## src/rtl/scwf_pkg.sv

```systemverilog
// ----------------------------------------------------------------------------
// scwf_pkg
// shared types, codes and helpers of the substring count word filter
// ----------------------------------------------------------------------------
`default_nettype none

package scwf_pkg;

  localparam int PATTERN_BYTES = 8;
  localparam logic [7:0] COUNT_MAX = 8'hFF;
  localparam logic [7:0] DELIM_RESET = 8'd44;

  typedef enum logic [2:0] {
    MODE_ABSENT    = 3'd0,
    MODE_PRESENT   = 3'd1,
    MODE_EQUAL     = 3'd2,
    MODE_AT_LEAST  = 3'd3,
    MODE_AT_MOST   = 3'd4,
    MODE_NOT_EQUAL = 3'd5,
    MODE_INSIDE    = 3'd6,
    MODE_OUTSIDE   = 3'd7
  } mode_t;

  typedef enum logic [2:0] {
    CFG_PATTERN_CHARS  = 3'd0,
    CFG_PATTERN_LENGTH = 3'd1,
    CFG_MATCH_MODE     = 3'd2,
    CFG_COUNT_LOW      = 3'd3,
    CFG_COUNT_HIGH     = 3'd4,
    CFG_CASE_SENSITIVE = 3'd5,
    CFG_DELIMITER_CHAR = 3'd6
  } cfg_idx_t;

  typedef struct packed {
    logic [63:0] pattern_chars;
    logic [3:0]  pattern_length;
    mode_t       match_mode;
    logic [7:0]  count_low;
    logic [7:0]  count_high;
    logic        case_sensitive;
    logic [7:0]  delimiter_char;
  } cfg_t;

  // one byte stepping through the word window
  typedef struct packed {
    logic       go;
    logic       delim;
    logic [7:0] ch;
  } step_t;

  function automatic logic [7:0] fold(input logic [7:0] c, input logic cs);
    logic [7:0] r;
    r = c;
    if (!cs && (c >= 8'h41) && (c <= 8'h5A)) begin
      r = c + 8'h20;
    end
    return r;
  endfunction

endpackage

`default_nettype wire

```

## src/rtl/substring_count_word_filter.sv

```systemverilog
// ----------------------------------------------------------------------------
// substring_count_word_filter
// counts overlapping pattern hits per delimited word and emits a verdict
// ----------------------------------------------------------------------------
// path: a delimiter byte is held in the stage-1 register, then its result in the output register
// throughput: one byte per cycle unless a waiting result stalls input, set by the combinational window compare
// a waiting result stalls input only when the next delimiter reaches it
// reset: synchronous active-low rst_n clears handshake state, word count and
//   configuration registers to their defaults
`default_nettype none

module substring_count_word_filter #(
  parameter int MAX_PATTERN = 8
) (
  input  wire         clk,
  input  wire         rst_n,
  input  wire         in_tvalid,
  output logic        in_tready,
  input  wire  [7:0]  in_tdata,   // [7:0] char_byte
  output logic        out_tvalid,
  input  wire         out_tready,
  output logic [15:0] out_tdata,  // [0] word_passed, [8:1] match_count, [15:9] zero
  input  wire         cfg_we,
  input  wire  [2:0]  cfg_addr,
  input  wire  [63:0] cfg_wdata
);

  scwf_pkg::cfg_t  cfg_r;
  scwf_pkg::step_t step;

  logic       s1_valid_r, s1_valid_nxt;
  logic [7:0] s1_char_r;
  logic       s1_delim, s1_adv, out_free;
  logic       out_valid_r, out_valid_nxt;
  logic       out_pass_r;
  logic [7:0] out_count_r;
  logic [7:0] occ;
  logic       passed;

  always_ff @(posedge clk) begin
    if (!rst_n) begin
      cfg_r.pattern_chars  <= '0;
      cfg_r.pattern_length <= 4'd1;
      cfg_r.match_mode     <= scwf_pkg::MODE_PRESENT;
      cfg_r.count_low      <= '0;
      cfg_r.count_high     <= '0;
      cfg_r.case_sensitive <= 1'b1;
      cfg_r.delimiter_char <= scwf_pkg::DELIM_RESET;
    end else if (cfg_we) begin
      unique case (scwf_pkg::cfg_idx_t'(cfg_addr))
        scwf_pkg::CFG_PATTERN_CHARS:  cfg_r.pattern_chars  <= cfg_wdata;
        scwf_pkg::CFG_PATTERN_LENGTH: cfg_r.pattern_length <= cfg_wdata[3:0];
        scwf_pkg::CFG_MATCH_MODE:     cfg_r.match_mode     <= scwf_pkg::mode_t'(cfg_wdata[2:0]);
        scwf_pkg::CFG_COUNT_LOW:      cfg_r.count_low      <= cfg_wdata[7:0];
        scwf_pkg::CFG_COUNT_HIGH:     cfg_r.count_high     <= cfg_wdata[7:0];
        scwf_pkg::CFG_CASE_SENSITIVE: cfg_r.case_sensitive <= cfg_wdata[0];
        scwf_pkg::CFG_DELIMITER_CHAR: cfg_r.delimiter_char <= cfg_wdata[7:0];
        default: ;
      endcase
    end
  end

  assign s1_delim  = (s1_char_r == cfg_r.delimiter_char);
  assign out_free  = !out_valid_r || out_tready;
  assign s1_adv    = s1_valid_r && (!s1_delim || out_free);
  assign in_tready = !s1_valid_r || s1_adv;

  assign step.go    = s1_adv;
  assign step.delim = s1_delim;
  assign step.ch    = s1_char_r;

  scwf_window #(
    .MAX_PATTERN (MAX_PATTERN)
  ) u_window (
    .clk   (clk),
    .rst_n (rst_n),
    .cfg   (cfg_r),
    .step  (step),
    .occ   (occ)
  );

  scwf_verdict u_verdict (
    .mode   (cfg_r.match_mode),
    .lo     (cfg_r.count_low),
    .hi     (cfg_r.count_high),
    .count  (occ),
    .passed (passed)
  );

  always_comb begin
    s1_valid_nxt = s1_valid_r;
    if (in_tvalid && in_tready) begin
      s1_valid_nxt = 1'b1;
    end else if (s1_adv) begin
      s1_valid_nxt = 1'b0;
    end
    out_valid_nxt = out_valid_r;
    if (s1_adv && s1_delim) begin
      out_valid_nxt = 1'b1;
    end else if (out_tready) begin
      out_valid_nxt = 1'b0;
    end
  end

  always_ff @(posedge clk) begin
    if (!rst_n) begin
      s1_valid_r  <= 1'b0;
      out_valid_r <= 1'b0;
    end else begin
      s1_valid_r  <= s1_valid_nxt;
      out_valid_r <= out_valid_nxt;
    end
  end

  always_ff @(posedge clk) begin
    if (in_tvalid && in_tready) begin
      s1_char_r <= in_tdata;
    end
    if (s1_adv && s1_delim) begin
      out_pass_r  <= passed;
      out_count_r <= occ;
    end
  end

  assign out_tvalid = out_valid_r;
  assign out_tdata  = {7'd0, out_count_r, out_pass_r};

`ifndef SYNTHESIS
  a_stall_cause: assert property (@(posedge clk) disable iff (!rst_n)
    !in_tready |-> (s1_valid_r && out_valid_r && !out_tready))
    else $error("input stalled without a blocked result");

  a_delim_held: assert property (@(posedge clk) disable iff (!rst_n)
    (s1_valid_r && s1_delim && out_valid_r && !out_tready) |=> s1_valid_r)
    else $error("delimiter dropped while result pending");

  a_count_clear: assert property (@(posedge clk) disable iff (!rst_n)
    (step.go && step.delim) |=> (occ == 8'd0))
    else $error("count not cleared after word end");

  a_count_sat: assert property (@(posedge clk) disable iff (!rst_n)
    (occ == scwf_pkg::COUNT_MAX && step.go && !step.delim) |=>
      (occ == scwf_pkg::COUNT_MAX))
    else $error("count wrapped past saturation");
`endif

endmodule

`default_nettype wire

```

## src/rtl/scwf_window.sv

```systemverilog
// ----------------------------------------------------------------------------
// scwf_window
// per-word byte window, pattern compare and saturating occurrence count
// ----------------------------------------------------------------------------
`default_nettype none

module scwf_window #(
  parameter int MAX_PATTERN = 8
) (
  input  wire              clk,
  input  wire              rst_n,
  input  scwf_pkg::cfg_t   cfg,
  input  scwf_pkg::step_t  step,
  output logic [7:0]       occ
);

  localparam int EFF_MAX = (MAX_PATTERN < scwf_pkg::PATTERN_BYTES) ?
                           MAX_PATTERN : scwf_pkg::PATTERN_BYTES;
  localparam int CNT_W = $clog2(MAX_PATTERN + 1);
  localparam int CMP_W = (CNT_W > 4) ? CNT_W : 4;
  localparam logic [CNT_W-1:0] CNT_FULL = CNT_W'(MAX_PATTERN);

  logic [7:0]       win_r   [MAX_PATTERN];
  logic [7:0]       win_nxt [MAX_PATTERN];
  logic [CNT_W-1:0] cnt_r, cnt_nxt, cnt_sh;
  logic [7:0]       occ_r, occ_nxt;
  logic [3:0]       eff_len;
  logic [EFF_MAX-1:0] mlen;
  logic             sel_hit, hit;

  // window as it stands after the new byte is shifted in
  always_comb begin
    win_nxt[0] = step.ch;
    for (int i = 1; i < MAX_PATTERN; i++) begin
      win_nxt[i] = win_r[i-1];
    end
  end

  assign cnt_sh = (cnt_r == CNT_FULL) ? CNT_FULL : cnt_r + 1'b1;
  assign eff_len = (cfg.pattern_length > 4'(EFF_MAX)) ? 4'(EFF_MAX) : cfg.pattern_length;

  // one comparator row per candidate pattern length
  for (genvar L = 1; L <= EFF_MAX; L++) begin : g_len
    logic [L-1:0] eq;
    for (genvar k = 0; k < L; k++) begin : g_chr
      assign eq[k] =
        scwf_pkg::fold(cfg.pattern_chars[8*k +: 8], cfg.case_sensitive) ==
        scwf_pkg::fold(win_nxt[L-1-k], cfg.case_sensitive);
    end
    assign mlen[L-1] = &eq;
  end

  always_comb begin
    sel_hit = 1'b0;
    for (int L = 1; L <= EFF_MAX; L++) begin
      if (eff_len == 4'(L)) begin
        sel_hit = mlen[L-1];
      end
    end
  end

  assign hit = (eff_len != 4'd0) && (CMP_W'(cnt_sh) >= CMP_W'(eff_len)) && sel_hit;

  always_comb begin
    cnt_nxt = cnt_r;
    occ_nxt = occ_r;
    if (step.go) begin
      if (step.delim) begin
        cnt_nxt = '0;
        occ_nxt = '0;
      end else begin
        cnt_nxt = cnt_sh;
        if (hit && (occ_r != scwf_pkg::COUNT_MAX)) begin
          occ_nxt = occ_r + 8'd1;
        end
      end
    end
  end

  always_ff @(posedge clk) begin
    if (!rst_n) begin
      cnt_r <= '0;
      occ_r <= '0;
    end else begin
      cnt_r <= cnt_nxt;
      occ_r <= occ_nxt;
    end
  end

  always_ff @(posedge clk) begin
    if (step.go && !step.delim) begin
      for (int i = 0; i < MAX_PATTERN; i++) begin
        win_r[i] <= win_nxt[i];
      end
    end
  end

  assign occ = occ_r;

endmodule

`default_nettype wire

```

## src/rtl/scwf_verdict.sv

```systemverilog
// ----------------------------------------------------------------------------
// scwf_verdict
// count mode check of a finished word
// ----------------------------------------------------------------------------
`default_nettype none

module scwf_verdict (
  input  scwf_pkg::mode_t mode,
  input  wire [7:0]       lo,
  input  wire [7:0]       hi,
  input  wire [7:0]       count,
  output logic            passed
);

  always_comb begin
    unique case (mode)
      scwf_pkg::MODE_ABSENT:    passed = (count == 8'd0);
      scwf_pkg::MODE_PRESENT:   passed = (count != 8'd0);
      scwf_pkg::MODE_EQUAL:     passed = (count == lo);
      scwf_pkg::MODE_AT_LEAST:  passed = (count >= lo);
      scwf_pkg::MODE_AT_MOST:   passed = (count <= lo);
      scwf_pkg::MODE_NOT_EQUAL: passed = (count != lo);
      scwf_pkg::MODE_INSIDE:    passed = (count >= lo) && (count <= hi);
      scwf_pkg::MODE_OUTSIDE:   passed = (count < lo) || (count > hi);
      default:                  passed = 1'b0;
    endcase
  end

endmodule

`default_nettype wire
```

## config.mk

```make
export PLATFORM = sky130hd
export DESIGN_NAME = substring_count_word_filter
export DESIGN_NICKNAME = d
export VERILOG_FILES = /design/src/rtl/scwf_pkg.sv /design/src/rtl/substring_count_word_filter.sv /design/src/rtl/scwf_window.sv /design/src/rtl/scwf_verdict.sv
export SDC_FILE = /design/constraint.sdc
export NUM_CORES = 1
export LEC_CHECK = 0
export BUFFER_PORTS_ARGS = -buffer_cell sky130_fd_sc_hd__buf_4
export CORE_ASPECT_RATIO = 0.75
export CORE_MARGIN = 4
export CORE_UTILIZATION = 55
export CTS_CLUSTER_SIZE = 20
export DETAILED_ROUTE_END_ITERATION = 12
export GPL_TIMING_DRIVEN = 0
export PLACE_DENSITY = 0.77
export SYNTH_ARGS = -nofsm -noshare
export SYNTH_HDL_FRONTEND = slang
export SYNTH_SLANG_ARGS = --single-unit
```

## constraint.sdc

```tcl
create_clock -name clk -period 3.8 [get_ports clk]
set_clock_uncertainty 0.2 [all_clocks]
set_input_delay 0.76 -clock clk [delete_from_list [all_inputs] [get_ports clk]]
set_output_delay 0.76 -clock clk [all_outputs]
set_load 0.05 [all_outputs]
```

Yosys cells after proc, flatten, opt, wreduce, memory -nomap -nowiden

Memories as Yosys holds them, arrays and structs flattened.
Cells that the tools add are included.

Reduce and logical (&&, ||, !) cells: 71
Add/subtract/negate cells: 18
Equality and inequality tests: 62
Mux-type cells: 36
$lt $le $gt $ge: 39

Operators with widths:

| operator                                                       | count |
|---|---|
| equality test 8 bit                                            | 38 |
| 2-to-1 mux 8 bit                                               | 18 |
| adder 8 x 6 -> 8 bit, second input constant                    | 16 |
| >= comparator 8 x 7 -> 1 bit, second input constant            | 16 |
| less-or-equal comparator 8 x 7 -> 1 bit, second input constant | 16 |
| logical AND 1 bit                                              | 40 |
| equality test 3 bit, second input constant                     | 7 |
| AND reduction 2 bit                                            | 9 |
| equality test 4 x 3 -> 1 bit, second input constant            | 4 |
| less-or-equal comparator 8 bit                                 | 2 |
| 2-to-1 mux 1 bit                                               | 14 |
| equality test 3 x 2 -> 1 bit, second input constant            | 4 |
| 2-to-1 mux 4 bit                                               | 3 |
| adder 8 x 1 -> 8 bit, second input constant                    | 1 |
| equality test 4 x 2 -> 1 bit, second input constant            | 2 |
| equality test 4 bit, second input constant                     | 2 |
| >= comparator 8 bit                                            | 1 |
| greater-than comparator 8 bit                                  | 1 |
| zero test 8 bit                                                | 1 |
| < comparator 8 bit                                             | 1 |
| != test 8 bit                                                  | 1 |
| != test 8 bit, second input constant                           | 1 |
| case mux 1 bit (8 select lines)                                | 1 |
| AND reduction 8 bit                                            | 1 |
| 16 further kinds                                               | 26 |

RAM bits: 64
Memories kept: 1
Output and inout bits: 18
Register bits: 127
Input bits: 80
Logic and storage cells: 241

Memories:

| memory         | depth | bits a word | read ports | clocked after memory_dff | write ports | RTL line          | text |
|---|---|---|---|---|---|---|---|
| u_window.win_r | 8     | 8           | 7          | 0                        | 8           | scwf_window.sv:23 | `logic [7:0] win_r [MAX_PATTERN];` |

Depth between registers and ports, before layout

Gate-level depths: netlist of the first run.
An unclocked memory read counts as a cell.

Depth in word-level cells: 18
Depth in mapped cells: 15
Depth with buffers taken out: 15

Cells and area by module

From an unflattened synthesis of the first run, not the netlist that was laid out.

Cell total of the unflattened synthesis: 1408
Area total of the unflattened synthesis: 12914.9 um2

Modules (own cells, without submodules):

| module                      | sequential area each (um2) | area each (um2) | instances | cells an instance |
|---|---|---|---|---|
| scwf_window                 | 1921.8                     | 7732.4          | 1         | 859 |
| substring_count_word_filter | 2472.4                     | 4653.2          | 1         | 471 |
| scwf_verdict                | 0.0                        | 529.3           | 1         | 78 |

Worst setup path before layout of the first run

No wires, ideal clock.

Path type: register -> register
Start point: reg u_window.cnt_r[0]
End point: reg u_window.occ_r[0], in the netlist u_window.occ[0]
Setup time: 121 ps
Stages on the path, launching flop included: 16
Slack: 182 ps
Data arrival time: 3298 ps
Buffers on the path: 0
Period minus slack after synthesis: 3618 ps
Data required time: 3479 ps
Cell sequence: dfxtp_1 > inv_1 > ha_1 > nand2_1 > o21ai_0 > ha_1 > nand2b_1 > a21o_1 > a21o_2 > a21oi_1 > or4_4 > or4_4 > nor4_4 > a21oi_2 > o221a_4 > mux2_2

Cells in the longest elaborated chain, start to end: 8
Elaborated cells between the ends (all ways): 9
Those cells by class: 1 x add/sub; 1 x order compare; 1 x eq/ne; 1 x mux; 5 x reduce/logical

RTL lines:

| element                                                     | RTL line          | text |
|---|---|---|
| from (decl)                                                 | scwf_window.sv:25 | `logic [CNT_W-1:0] cnt_r, cnt_nxt, cnt_sh;` |
| from (signal assigned)                                      | scwf_window.sv:85 | `cnt_r <= cnt_nxt;` |
| adder 4 x 1 -> 4 bit or equality test 4 bit (tied branches) | scwf_window.sv:39 | `assign cnt_sh = (cnt_r == CNT_FULL) ? CNT_FULL : cnt_r + 1'b1;` |
| 2-to-1 mux 4 bit *                                          | scwf_window.sv:39 |  |
| >= comparator 4 bit *                                       | scwf_window.sv:62 | `assign hit = (eff_len != 4'd0) && (CMP_W'(cnt_sh) >= CMP_W'(eff_len)) && sel_hit;` |
| logical AND 1 bit * (2 in a row)                            | scwf_window.sv:62 |  |
| logical AND 1 bit *                                         | scwf_window.sv:73 | `if (hit && (occ_r != scwf_pkg::COUNT_MAX)) begin` |
| nonzero test 2 bit (no line) *                              | -                 |  |
| AND reduction 2 bit (no line) *                             | -                 |  |
| to (signal assigned)                                        | scwf_window.sv:86 | `occ_r <= occ_nxt;` |
| to (decl)                                                   | scwf_window.sv:26 | `logic [7:0] occ_r, occ_nxt;` |

Mark *: on every way between the ends. The rest lies on a longest branch, timed or not.
A chain may end at the register's enable or synchronous reset.

Worst setup path in the final report of the first run

Start point: reg u_window.cnt_r[1]
End point: reg u_window.occ_r[0], in the netlist u_window.occ[0]

The elaborated chain is that of the path after synthesis.

==> results.sh, run 1 <==
export IMPL_status="completed"
export IMPL_dp_cells=1750
export IMPL_numPortBuffers=89
export IMPL_slew_viol_final=0
export IMPL_drtIter0Drc=1132
export IMPL_synthMuxAreaShare_pct=1.09
export IMPL_switchingPower_mw=1.40
export IMPL_hold_viol_final=0
export IMPL_synth_common_cells="208 x nand2_1, 150 x xor2_1, 146 x xnor2_1"
export IMPL_cp_max_fo=8
export IMPL_clk_path_buf_depth=2
export IMPL_clock_latency_ps=460
export IMPL_r2r_setup_slack_ps=30
export IMPL_synth_compound_area_share_pct=13.7
export IMPL_synth_most_common_cell="nand2_1"
export IMPL_swShare_pct=29.6
export IMPL_cts_tree="yes"
export IMPL_setup_violations=0
export IMPL_synth_top_family_by_area="XOR/XNOR gates"
export IMPL_maxCapViolCount=0
export IMPL_row_count=47
export IMPL_synth_top_area_share_pct=18.0
export IMPL_clock_sinks=183
export IMPL_cts_root_buf="clkbuf_16"
export IMPL_p_comb_share_pct=14.4
export IMPL_tightestPinTransition_ps=1080
export IMPL_ys_flop_type="dfxtp_1"
export IMPL_clockPowerShare_pct=40.1
export IMPL_die_x_microns=180
export IMPL_cp_slowest_stage_delay_ps=540
export IMPL_area_growth_syn_to_layout_pct=15.4
export IMPL_via_count=10600
export IMPL_rsz0062_at_grt="true"
export IMPL_cts_hold_buffers=0
export IMPL_cts_buffers=17
export IMPL_crit_type="flip-flop to flip-flop"
export IMPL_die_h_microns=137
export IMPL_synth_cell_types=70
export IMPL_crit_chain="inv_2 -> ha_4 -> nand2_2 -> o21ai_2 -> ha_1 -> nand2b_4 -> a21o_1 -> a21o_2 -> a21oi_2 -> or4_4 -> or4_4 -> nor4_4 -> a21oi_4 -> o221a_4 -> mux2_4"
export IMPL_critPathMostFrequentCell="or4_4"
export IMPL_async_flop_share_pct=0
export IMPL_place_congestion=1.04
export IMPL_synth_ff_latch_count=183
export IMPL_crit_family="simple AND/OR/NAND/NOR gates"
export IMPL_cp_arrival_ps=3920
export IMPL_start_util_pct=55.8
export IMPL_synthAdderAreaFrac_pct=4.08
export IMPL_cellPowerDensity_nw_per_um2=335
export IMPL_pwr_share_seq_pct=45.6
export IMPL_yosysSeqAreaShare_pct=35.8
export IMPL_hpwl_mm=28.1
export IMPL_io_pins=98
export IMPL_maxSlewHeadroom_pct=27.3
export IMPL_yosys_area_top_type="dfxtp_1"
export IMPL_synth_simple_area_share_pct=18.4
export IMPL_antenna_left=0
export IMPL_period_share_pct=99.2
export IMPL_syn_inst=1359
export IMPL_yosysWarnings=0
export IMPL_ctsHtreeMaxLevel=4
export IMPL_power_leakage_nw=5.16
export IMPL_track_usage_pct=29.3
export IMPL_drive_gt1_share_pct=17.3
export IMPL_cp_end_kind="flip-flop"
export IMPL_fmax_mhz=265
export IMPL_grt_pass1_vias=9792
export IMPL_fin_nets=1595
export IMPL_vias_per_cell=5.95
export IMPL_drcViolationCount=0
export IMPL_synthTopCellsByArea="dfxtp_1 18%, edfxtp_1 18%, xor2_1 11%, xnor2_1 10%, nand2_1 6.4%"
export IMPL_dieArea_sq_um=24800
export IMPL_grt_pass1_wl_mm=56.1
export IMPL_design_area_sq_um=14100
export IMPL_postRouteWirelength_mm=37.6
export IMPL_synthesis_area_sq_um=12300
export IMPL_path_clk_slew_ps=80
export IMPL_stdcell_count=1782
export IMPL_core_sq_um=22000
export IMPL_start_kind="flip-flop"
export IMPL_critPathSlowestCell="or4_4"
export IMPL_synth_edf_count=73
export IMPL_intPower_mw=3.33
export IMPL_dr_pass1_iters=5
export IMPL_place_area_sq_um=13400
export IMPL_peakVddDrop_mv=0.287
export IMPL_grt_ovfl_total=0
export IMPL_antenna_found_initial=0
export IMPL_critPathRequiredTime_ps=3950
export IMPL_antenna_cells=0
export IMPL_synth_avg_cell_area_sq_um=9.03
export IMPL_hold_class="flip-flop to flip-flop"
export IMPL_crit_buf_inv=1
export IMPL_period_needed_ps=3770
export IMPL_synthXorXnorAreaFrac_pct=21.1
export IMPL_wire_per_inst_microns=21.1
export IMPL_grt_max_degree=48
[final timing paths]
path,start,endpoint,cells past startpoint
hold / removal,u_window.win_r[3][1],u_window.win_r[4][1],0
hold reg to reg,u_window.win_r[3][1],u_window.win_r[4][1],0
setup reg to reg,u_window.cnt_r[1],u_window.occ[0],15
setup / recovery,u_window.cnt_r[1],u_window.occ[0],15
[timing repair]
| item | CTS | global route |
|---|---|---|
| gates cloned | 0 | 0 |
| setup endpoints to repair | 8 | 9 |
| gates resized for setup | 5 | 27 |
| buffers inserted | 1 | 1 |
| pin swaps | 3 | 0 |
[final cells by class]
cell class	count	area (sq um)
Sequential cell	183	4400
Tap cell	294	368
Multi-Input combinational cell	1026	7340
Clock inverter	14	180
Timing Repair Buffer	93	714
Inverter	51	191
Fill cell	1850	7850
Buffer	103	502
Clock buffer	18	450
[metal layers]
metal  GRT usage [%]  wire (microns)  vias up
met1            41.3           16300     5064
met4            9.36             995        0
met3            8.84            4260       85
li1                -               -     4892
met2            43.3           16100      568
met5               0               0        -
[worst reg2reg max path: cells and delay by family (launching register included)]
| family | cells | cell delay [ps] |
|---|---|---|
| multiplexers | 1 | 280 |
| adder cells (fa/ha/maj) | 2 | 440 |
| buffers and inverters | 1 | 50 |
| AO/OA/AOI/OAI | 6 | 860 |
| AND/OR/NAND/NOR | 5 | 1470 |
| flip-flops | 1 | 370 |
[cells by family (layout without fill, tap and decap cells)]
| kind of cell | count (synthesis) | count (layout) |
|---|---|---|
| AO/OA/AOI/OAI | 207 | 207 |
| XOR/XNOR | 296 | 296 |
| adder cells (fa/ha/maj) | 40 | 40 |
| buffers and inverters | 156 | 279 |
| flip-flops | 183 | 183 |
| multiplexers | 12 | 12 |
| other | 1 | 7 |
| AND/OR/NAND/NOR | 464 | 464 |
[power groups by stage]
stage	Combinational, mW	Sequential (mW)	Clock, mW
finish	0.680	2.16	1.90
detailed placement	0.649	2.20	0
CTS	0.657	2.15	1.90
floorplan	0.449	2.18	0
global placement	0.631	2.20	0
global route	0.729	2.16	1.98
[metrics by stage]
stage / utilization [%] / hold slack (ps) / setup TNS (ps) / worst slack (ps) / power [mW]
floorplan: - / 221 / 0 / 182 / 2.63
global placement: 60.6 / 229 / -1540 / -248 / 2.83
detailed placement: 60.7 / 229 / -2020 / -308 / 2.85
CTS: 63.7 / 248 / 0 / 1.94 / 4.71
global route: 64.3 / 253 / -135 / -56.2 / 4.87
finish: 64.3 / 245 / 0 / 30.7 / 4.73
[cells in the final DEF, fill, tap and decap left out, drive strengths merged, types with 4 or more instances in the layout]
cell / instances
a21boi: 86
inv: 61
xnor2: 146
conb: 7
ha: 40
dfxtp: 110
a31oi: 12
buf: 150
nand4: 47
a21o: 23
xor2: 150
and3: 4
clkbuf: 64
a2111oi: 6
mux2i: 10
o21ai: 6
nor3: 41
edfxtp: 73
nand3: 29
nor2b: 14
nor3b: 8
nand2b: 10
a21oi: 25
nor2: 40
nor4: 45
a41oi: 14
a31o: 15
nand2: 209
clkinv: 4
[sequential cells by signal, summed over array words and instances, names as in the netlist]
name,count
out_pass_r,1
cfg_r,96
out_tvalid,1
s1_valid_r,1
u_window.occ,8
u_window.cnt_r,4
out_count_r,8
s1_char_r,8
u_window.win_r,56
Power figures use the tool's default switching activity.
==> run 2, diff against run 1 <==
- ABC_AREA: not set -> 1
- CORE_UTILIZATION: 55 -> 56
- PLACE_DENSITY: 0.77 -> 0.78
==> run 2 against run 1 <==
Maximum frequency up 1.2%. Die area up 2.3%. Flip-flop and latch count unchanged. Via count up 24%. Register-to-register slack better by 330 ps.
==> results.sh, run 2 <==
export IMPL_ff2ff_path_depth=14
export IMPL_fmax_mhz=268
export IMPL_period_needed_ps=3730
export IMPL_grt_pass1_vias=12000
export IMPL_async_flop_share_pct=0
export IMPL_start_kind="flip-flop"
export IMPL_wire_per_inst_microns=21.1
export IMPL_grt_max_degree=36
export IMPL_fin_nets=2043
export IMPL_clk_path_buf_depth=2
export IMPL_cellPowerDensity_nw_per_um2=337
export IMPL_peakVddDrop_mv=0.383
export IMPL_place_congestion=1.04
export IMPL_regMostFlops="cfg_r"
export IMPL_cp_slowest_stage_delay_ps=470
export IMPL_synth_top_area_share_pct=17.2
export IMPL_postRouteWirelength_mm=47.0
export IMPL_pre_cts_ws_ps=192
export IMPL_cts_root_buf="clkbuf_16"
export IMPL_row_count=47
export IMPL_path_clk_slew_ps=70
export IMPL_hpwl_mm=36.1
export IMPL_synthesis_area_sq_um=12800
export IMPL_grt_pass1_wl_mm=71.0
export IMPL_dr_pass1_iters=6
export IMPL_tightestPinTransition_ps=1260
export IMPL_maxSlewHeadroom_pct=14.9
export IMPL_yosysSeqAreaShare_pct=34.3
export IMPL_drcViolationCount=0
export IMPL_power_leakage_nw=6.32
export IMPL_hold_class="flip-flop to flip-flop"
export IMPL_cp_max_fo=10
export IMPL_clock_latency_ps=450
export IMPL_hold_viol_final=0
export IMPL_maxCapViolCount=0
export IMPL_ys_flop_type="dfxtp_1"
export IMPL_die_x_microns=183
export IMPL_final_util_pct=65.0
export IMPL_io_pins=98
export IMPL_core_sq_um=22300
export IMPL_antenna_left=0
export IMPL_crit_chain="buf_2 -> inv_1 -> or2_2 -> nand3_1 -> nor4_2 -> clkbuf_2 -> nand4_1 -> buf_4"
export IMPL_synth_cell_types=48
export IMPL_yosysWarnings=0
export IMPL_start_util_pct=57.4
export IMPL_track_usage_pct=36.3
export IMPL_layout_top_registers="cfg_r (96), u_window.win_r (56)"
export IMPL_fillers=2000
export IMPL_slew_viol_final=0
export IMPL_place_area_sq_um=13900
export IMPL_fin_hold_ws_ps=247
export IMPL_grt_ovfl_total=0
export IMPL_critPathSlowestCell="nor4_2"
export IMPL_largest_reg_flops=96
export IMPL_vias_per_cell=5.91
export IMPL_final_cell_mix="401 x nand2_1, 237 x nor2_1, 181 x inv_1"
export IMPL_holdPathStages=0
export IMPL_antenna_found_initial=0
export IMPL_syn_inst=1808
export IMPL_synth_ff_latch_count=183
export IMPL_antenna_cells=0
export IMPL_setup_ws_ps=74.2
export IMPL_final_common_cell="nand2_1"
export IMPL_crit_type="flip-flop to primary output"
export IMPL_yosys_area_top_type="dfxtp_1"
export IMPL_crit_buf_inv=4
export IMPL_status="completed"
export IMPL_cp_arrival_ps=2770
export IMPL_cts_buffers=17
export IMPL_critPathRequiredTime_ps=2840
export IMPL_rsz0062_at_grt="false"
export IMPL_period_share_pct=98.0
export IMPL_drive_gt1_share_pct=11.8
export IMPL_setup_violations=0
export IMPL_synthTopCellsByArea="dfxtp_1 17%, edfxtp_1 17%, nand2_1 12%, nor2_1 7.0%, xor2_1 6.4%"
export IMPL_area_growth_syn_to_layout_pct=13.2
export IMPL_dieArea_sq_um=25400
export IMPL_synth_most_common_cell="nand2_1"
export IMPL_design_area_sq_um=14500
export IMPL_synth_common_cells="401 x nand2_1, 238 x nor2_1, 181 x inv_1"
export IMPL_ctsHtreeMaxLevel=4
export IMPL_numPortBuffers=89
export IMPL_power_total_mw=4.89
export IMPL_cp_end_kind="primary output"
export IMPL_via_count=13200
export IMPL_synth_edf_count=73
export IMPL_drtIter0Drc=1891
export IMPL_cts_tree="yes"
export IMPL_clock_sinks=183
export IMPL_worstSetupPathDepth=8
export IMPL_cts_hold_buffers=0
export IMPL_synth_avg_cell_area_sq_um=7.08
export IMPL_crit_family="buffers and inverters"
export IMPL_die_h_microns=139
run 2: cell count changes in the layout (fill, tap and decap cells not counted), sizes merged, moves of 14 or more:
| cell | previous run | this run |
|---|---|---|
| nor2b | 14 | 0 |
| nand3 | 29 | 86 |
| xnor2 | 146 | 88 |
| nor2 | 40 | 245 |
| o21ai | 6 | 133 |
| a21oi | 25 | 97 |
| inv | 61 | 199 |
| a21boi | 86 | 0 |
| xor2 | 150 | 93 |
| a41oi | 14 | 0 |
| a31o | 15 | 0 |
| nand2 | 209 | 411 |
| nor4 | 45 | 13 |
| a21o | 23 | 0 |
run 2: worst reg2reg max path, delay by kind of cell (launching register included):
kind	cells	cell delay, ps
simple gates	10	1810
flops	1	380
buf+inv	2	450
compound gates	2	480
run 2: cell families (layout without fill, tap and decap cells):
group | after synthesis | count (layout) | share of synthesized area (%)
AOI/OAI and AO/OA | 265 | 265 | 11.7
xor gates and xnor gates | 181 | 181 | 12.4
adders and majority gates | 40 | 40 | 3.91
buffers and inverters | 286 | 408 | 9.14
DFF | 183 | 183 | 34.3
other | 1 | 7 | 0.0293
and+or+nand+nor | 852 | 852 | 28.5
run 2: path summary, 6_finish.rpt:
| path | slack [ps] | startpoint | to |
|---|---|---|---|
| worst max-delay path | 70 | s1_char_r[0] | in_tready |
| worst min-delay path | 250 | u_window.win_r[3][1] | u_window.win_r[4][1] |
| worst max register to register | 360 | s1_char_r[4] | u_window.occ[2] |
| worst min register to register | 250 | u_window.win_r[3][1] | u_window.win_r[4][1] |
run 2: report_power, final:
| part | switching (mW) | internal (mW) |
|---|---|---|
| clock network | 0.884 | 0.959 |
| registers | 0.0607 | 2.11 |
| logic | 0.569 | 0.301 |
| total | 1.51 | 3.37 |
run 2: layer usage:
metal  share of wire [%]  vias up  GRT usage [%]
met5                   0        -          0.952
met4                 3.5        0           11.6
met3                  14      135           9.67
met2                  41      869           52.5
met1                  41     6088           52.8
li1                    -     6080              -
run 2: final cells by class:
| class | instances | area [sq um] | area share, % |
|---|---|---|---|
| multi-input cells | 1345 | 7270 | 50.2 |
| plain buffers | 93 | 447 | 3.08 |
| clock inverters | 13 | 153 | 1.05 |
| inverters | 193 | 724 | 5.00 |
| well taps | 294 | 368 | 2.54 |
| flip-flops and latches | 183 | 4390 | 30.3 |
| repair buffers | 90 | 688 | 4.75 |
| clock buffers | 19 | 443 | 3.06 |
run 2: what timing repair did:
action                                  CTS  global route
endpoints found under the hold margin     0             0
setup buffers                             0             0
gates resized for setup                   2             2
cloned                                    0             0
endpoints found under the setup margin    1             8
run 2: stage by stage:
stage	instances	TNS (ps)
floorplan	1814	0
global placement	2197	-43530
detailed placement	2198	0
CTS	2230	0
global route	2230	0
finish	2230	0
